File: src/rtl/gcsa_pkg.sv
// ----------------------------------------------------------------------------
// Glyph cache shelf allocator package
// Shared types, register indexes, status codes and size constants.
// ----------------------------------------------------------------------------
package gcsa_pkg;

    localparam int unsigned CACHE_ENTRIES_DEF = 256;
    localparam int unsigned COORD_BITS        = 13;
    localparam int unsigned GLYPH_BITS        = 16;

    // Configuration register indexes.
    localparam logic REG_ATLAS_WIDTH  = 1'b0;
    localparam logic REG_ATLAS_HEIGHT = 1'b1;

    localparam logic [COORD_BITS-1:0] ATLAS_RESET = COORD_BITS'(1024);

    // Result status codes.
    localparam logic [1:0] ST_HIT    = 2'd0;
    localparam logic [1:0] ST_PLACED = 2'd1;
    localparam logic [1:0] ST_EMPTY  = 2'd2;
    localparam logic [1:0] ST_FULL   = 2'd3;

    typedef struct packed {
        logic [GLYPH_BITS-1:0] glyph_id;
        logic [COORD_BITS-1:0] bmp_width;
        logic [COORD_BITS-1:0] bmp_height;
    } req_t;

    typedef struct packed {
        logic [1:0]            status;
        logic [COORD_BITS-1:0] rect_left;
        logic [COORD_BITS-1:0] rect_top;
        logic [COORD_BITS-1:0] rect_right;
        logic [COORD_BITS-1:0] rect_bottom;
        logic                  evicted;
        logic [GLYPH_BITS-1:0] evicted_id;
    } res_t;

    typedef struct packed {
        logic [COORD_BITS-1:0] left;
        logic [COORD_BITS-1:0] top;
        logic [COORD_BITS-1:0] right;
        logic [COORD_BITS-1:0] bottom;
    } rect_t;

    typedef struct packed {
        logic [GLYPH_BITS-1:0] glyph;
        rect_t                 rect;
    } entry_t;

    // Controller to datapath commands.
    typedef struct packed {
        logic load;
        logic scan;
        logic ev_entry;
        logic evict;
        logic place;
    } cmd_t;

    // Datapath to controller status.
    typedef struct packed {
        logic hit;
        logic scan_done;
        logic table_full;
    } stat_t;

endpackage

File: src/rtl/gcsa_ctrl.sv
// ----------------------------------------------------------------------------
// Glyph cache controller
// Sequences one request: table scan, then on a miss an optional eviction and placement.
// ----------------------------------------------------------------------------
module gcsa_ctrl
(
    input  logic            clk,
    input  logic            rst_n,
    input  logic            start,
    output logic            busy,
    input  gcsa_pkg::stat_t stat,
    output gcsa_pkg::cmd_t  cmd
);

    localparam logic [2:0] S_IDLE  = 3'd0;
    localparam logic [2:0] S_SCAN  = 3'd1;
    localparam logic [2:0] S_MISS  = 3'd2;
    localparam logic [2:0] S_EVICT = 3'd3;
    localparam logic [2:0] S_PLACE = 3'd4;

    logic [2:0] state_reg;
    logic [2:0] state_next;

    // Next state and command decode.
    always_comb
    begin
        state_next = state_reg;
        cmd        = '0;
        unique case (state_reg)
            S_IDLE:
            begin
                if (start)
                begin
                    cmd.load   = 1'b1;
                    state_next = S_SCAN;
                end
            end
            S_SCAN:
            begin
                cmd.scan = 1'b1;
                if (stat.hit)
                begin
                    state_next = S_IDLE;
                end
                else if (stat.scan_done)
                begin
                    state_next = S_MISS;
                end
            end
            S_MISS:
            begin
                if (stat.table_full)
                begin
                    cmd.ev_entry = 1'b1;
                    state_next   = S_EVICT;
                end
                else
                begin
                    state_next = S_PLACE;
                end
            end
            S_EVICT:
            begin
                cmd.evict  = 1'b1;
                state_next = S_PLACE;
            end
            S_PLACE:
            begin
                cmd.place  = 1'b1;
                state_next = S_IDLE;
            end
            default:
            begin
                state_next = S_IDLE;
            end
        endcase
    end

    always_ff @(posedge clk or negedge rst_n)
    begin
        if (!rst_n)
        begin
            state_reg <= S_IDLE;
        end
        else
        begin
            state_reg <= state_next;
        end
    end

    assign busy = (state_reg != S_IDLE);

endmodule

File: config.mk
export PLATFORM = sky130hd
export DESIGN_NAME = gcsa_ctrl
export DESIGN_NICKNAME = d
export VERILOG_FILES = /design/src/rtl/gcsa_pkg.sv /design/src/rtl/gcsa_ctrl.sv
export SDC_FILE = /design/constraint.sdc
export NUM_CORES = 1
export LEC_CHECK = 0
export BUFFER_PORTS_ARGS = -buffer_cell sky130_fd_sc_hd__buf_2
export CELL_PAD_IN_SITES_DETAIL_PLACEMENT = 0
export CELL_PAD_IN_SITES_GLOBAL_PLACEMENT = 2
export CORE_AREA = 2 2 39 41
export DETAILED_ROUTE_END_ITERATION = 8
export DIE_AREA = 0 0 41 43
export PLACE_DENSITY = 0.61
export SETUP_SLACK_MARGIN = 0.4
export SYNTH_ARGS = -nofsm -noshare
export SYNTH_HDL_FRONTEND = slang
export SYNTH_SLANG_ARGS = --single-unit
File: constraint.sdc
create_clock -name clk -period 1.37 [get_ports clk]
set_clock_uncertainty 0.1 [all_clocks]
set_input_delay 0.2055 -clock clk [delete_from_list [all_inputs] [get_ports clk]]
set_output_delay 0.2055 -clock clk [all_outputs]
set_load 0.01 [all_outputs]
==> run summary <==
The iteration count of the initial detailed-routing pass is 1. The worst setup path is captured at an output pin. The transition time at the pin with the least slew margin is 210 ps. The clock period minus worst slack is 1500 ps. The reported leakage power came out at 0.211 nW.

The worst-skew pair later-pin latency is 230 ps. The placed wire-length estimate is 414 um. The delay of the slowest cell on the worst path came out at 410 ps.

The worst hold path was traced through 3 stages. For this run, asynchronously set or reset flops after synthesis account for 100%. The count of mapped cells out of synthesis is 21. The max-slew violation count is 0.

The filler cell count in the final layout came out at 145. Setup repair after global routing could not meet its margin everywhere. The end of the worst hold path is state_reg[1]. The remaining routing DRC violations came out at 0. Pin placement for this block handled 12 I/O pins.

The signal on the critical path passes through or3_4 > nor2_4 > buf_6. The average instance area after synthesis is 9.95 um2. The maximum operating frequency came out at 666 MHz. Of all nets on the critical path, the largest fanout is 2. Setup violations remaining at the end of the flow were counted as 6.

Once the floorplan was initialized, standard cells occupied 15.1% of the core. Summed over all layers, the routed wires come to 578 um. Global routing finished with a remaining overflow of 0. The number of antenna cells inserted is 0. Hold is met by 146 ps. The number of warning messages in the yosys log is 0.

In this run the critical register-to-register path is launched from state_reg[1]. The flip-flop count of the largest register after layout is 3. The launch instance of the worst min-delay path is stat[1].

The via count came out at 238. The number of buffers and inverters on the critical path is 1. The data required time at the worst endpoint is 1060 ps. The horizontal die dimension came out at 41 um. Data on the critical path arrives at its endpoint at 1200 ps. The detailed-route wire length per cell is 9.80 um. In this run the critical register-to-register path is captured at state_reg[0].

The largest total area in the synthesized netlist belongs to dfrtp_1. The worst setup path category is flip-flop to output pin. The slowest cell on the critical path is or3_4.

In this run the tightest slew margin relative to its limit is 85.9%. CTS built an H-tree with a depth of 1. The starting DRC count in detailed routing came out at 0. Ranked by instance count, the synthesized netlist is headed by dfrtp_1 (3), nor3b_1 (3), and3b_2 (2), nor2_1 (2). The area share of the leading cell type in the synthesized netlist is 35.9%. The global placer's final weighted congestion came out at 0.645. The setup slack of the worst register-to-register path is 30 ps. The final layout net count came out at 50. For this run, the leading register cell type out of synthesis is dfrtp_1.

The share of layout cells above drive strength 1 came out at 72.1%. The area of the mapped netlist came out at 209 um2. The overall global routing resource usage is 8.66%.

The number of sinks on the clock net is 3. The post-synthesis sequential element count is 3. The checks that failed: setup timing. The clock transition time at the flip-flop clock pins of the worst setup and hold paths came out at 30 ps. After floorplanning, the core was sized to cover 0.00138 mm2. The length in cells of the worst reg-to-reg path is 6. The number of hold violations in the final report came out at 0. The smallest setup slack after layout is -131 ps. The share of the clock period used by the worst path is 110%.

The worst supply voltage drop on vdd came out at 0.436 mV. The die span in y came out at 43 um. During placement, the flow inserted port buffers numbering 11. The worst setup path is launched from a flip-flop.

The run finished, with violations left. The placement row count is 14. The power density normalized to cell area is 1830 mW/mm2. The area growth from synthesis to layout came out at 105%. On the critical path the largest part of the delay comes from simple AND/OR/NAND/NOR gates.

Ranked by total cell area, the synthesized netlist is headed by dfrtp_1 (36%), nor3b_1 (11%), and3b_2 (9.6%), buf_6 (5.4%), or3_4 (5.4%). The sequential cell area fraction in the yosys report came out at 35.9%. The longest clock path from root to sink contains 2 buffers. CTS placed an instance of clkbuf_4 at the clock tree root. Max-cap violations in this run came to 0. The number of distinct library cell variants in the gate-level netlist after synthesis is 15. The tightest min-delay check is of the input pin to flip-flop type. The residual antenna-violating net count after detailed routing came out at 0. In this run, synthesis inferred 0 flip-flops with an integrated enable.

The total CTS buffers is 3. Entering global routing, the biggest net connects 8 pins. TritonCTS built the clock tree. The via count of the first global-routing pass is 239. The number of nets produced by synthesis came out at 27. The utilization of the core after routing is 31.0%.

The first global-routing pass estimated 931 um of wire. The via-per-instance ratio is 4.03. The die footprint is 0.00176 mm2. The initial antenna violation count is 0.
-- cell type report --
cell class,instances,area (um2),share of cell area (%)
clock buffers,4,26.3,6.12
inverters,1,3.75,0.875
multi-input cells,16,149,34.7
flip-flops and latches,3,75.1,17.5
well taps,16,20.0,4.66
repair buffers,19,155,36.2
-- metal layers --
layer | vias up | track usage [%] | share of wire [%]
met5 | - | 0 | 0
met3 | 0 | 6.28 | 8.8
met1 | 111 | 8.44 | 38
met4 | 0 | 6.00 | 0
li1 | 119 | - | -
met2 | 8 | 12.2 | 53
-- cell usage in the layout, fill, tap and decap left out, types with 2 or more instances in the layout --
cell / count
nor3b_2: 3
buf_4: 2
dfrtp_1: 3
and3b_2: 2
buf_6: 8
clkbuf_4: 3
buf_2: 8
-- worst register-to-register path: stages, from the launching register on --
cell and delay (ps):
dfrtp_1 370, buf_4 130, buf_6 120, buf_6 110, nor2b_2 140, o32a_1 170, nor3_2 110
-- timing repair --
action | in CTS | in global routing
setup endpoints to repair | 8 | 9
gates resized for setup | 11 | 1
endpoints found under the hold margin | 3 | 0
buffers inserted | 4 | 0
pin swaps | 7 | 0
hold buffers | 1 | 0
cloned | 0 | 0
-- metrics by stage --
step	std cells	TNS, ps	worst slack, ps	area (um2)	power, mW
global route	59	-871	-165	429	0.838
CTS	59	-666	-141	425	0.787
detailed placement	50	0	77.9	308	0.494
global placement	50	0	95.7	308	0.489
floorplan	21	0	81.6	221	0.370
finish	59	-596	-131	429	0.784
-- where the power goes --
part           internal [mW]  switching (mW)  total [mW]  leakage, nW
clock                  0.109          0.0438       0.153       0.0150
combinational          0.284           0.209       0.493        0.157
sequential             0.118          0.0195       0.138       0.0391
-- cell families (layout without fill, tap and decap cells) --
kind of cell	Yosys count	count (layout)	synth area share [%]
AO/OA/AOI/OAI	2	2	7.18
AND/OR/NAND/NOR	14	14	49.7
flip-flops	3	3	35.9
buffers and inverters	2	24	7.18
-- how the worst max path moves through the flow --
stage                             from  endpoint  cells after the start  slack [ps]
after detailed placement  state_reg[0]    cmd[4]                      3          80
after global routing      state_reg[2]    cmd[4]                      3        -160
after CTS                 state_reg[1]    cmd[4]                      3        -140
final                     state_reg[1]    cmd[4]                      3        -130
after global placement    state_reg[0]    cmd[4]                      3         100
after floorplan           state_reg[0]    cmd[4]                      2          80
Note: power is estimated with default switching activity, not from simulation.
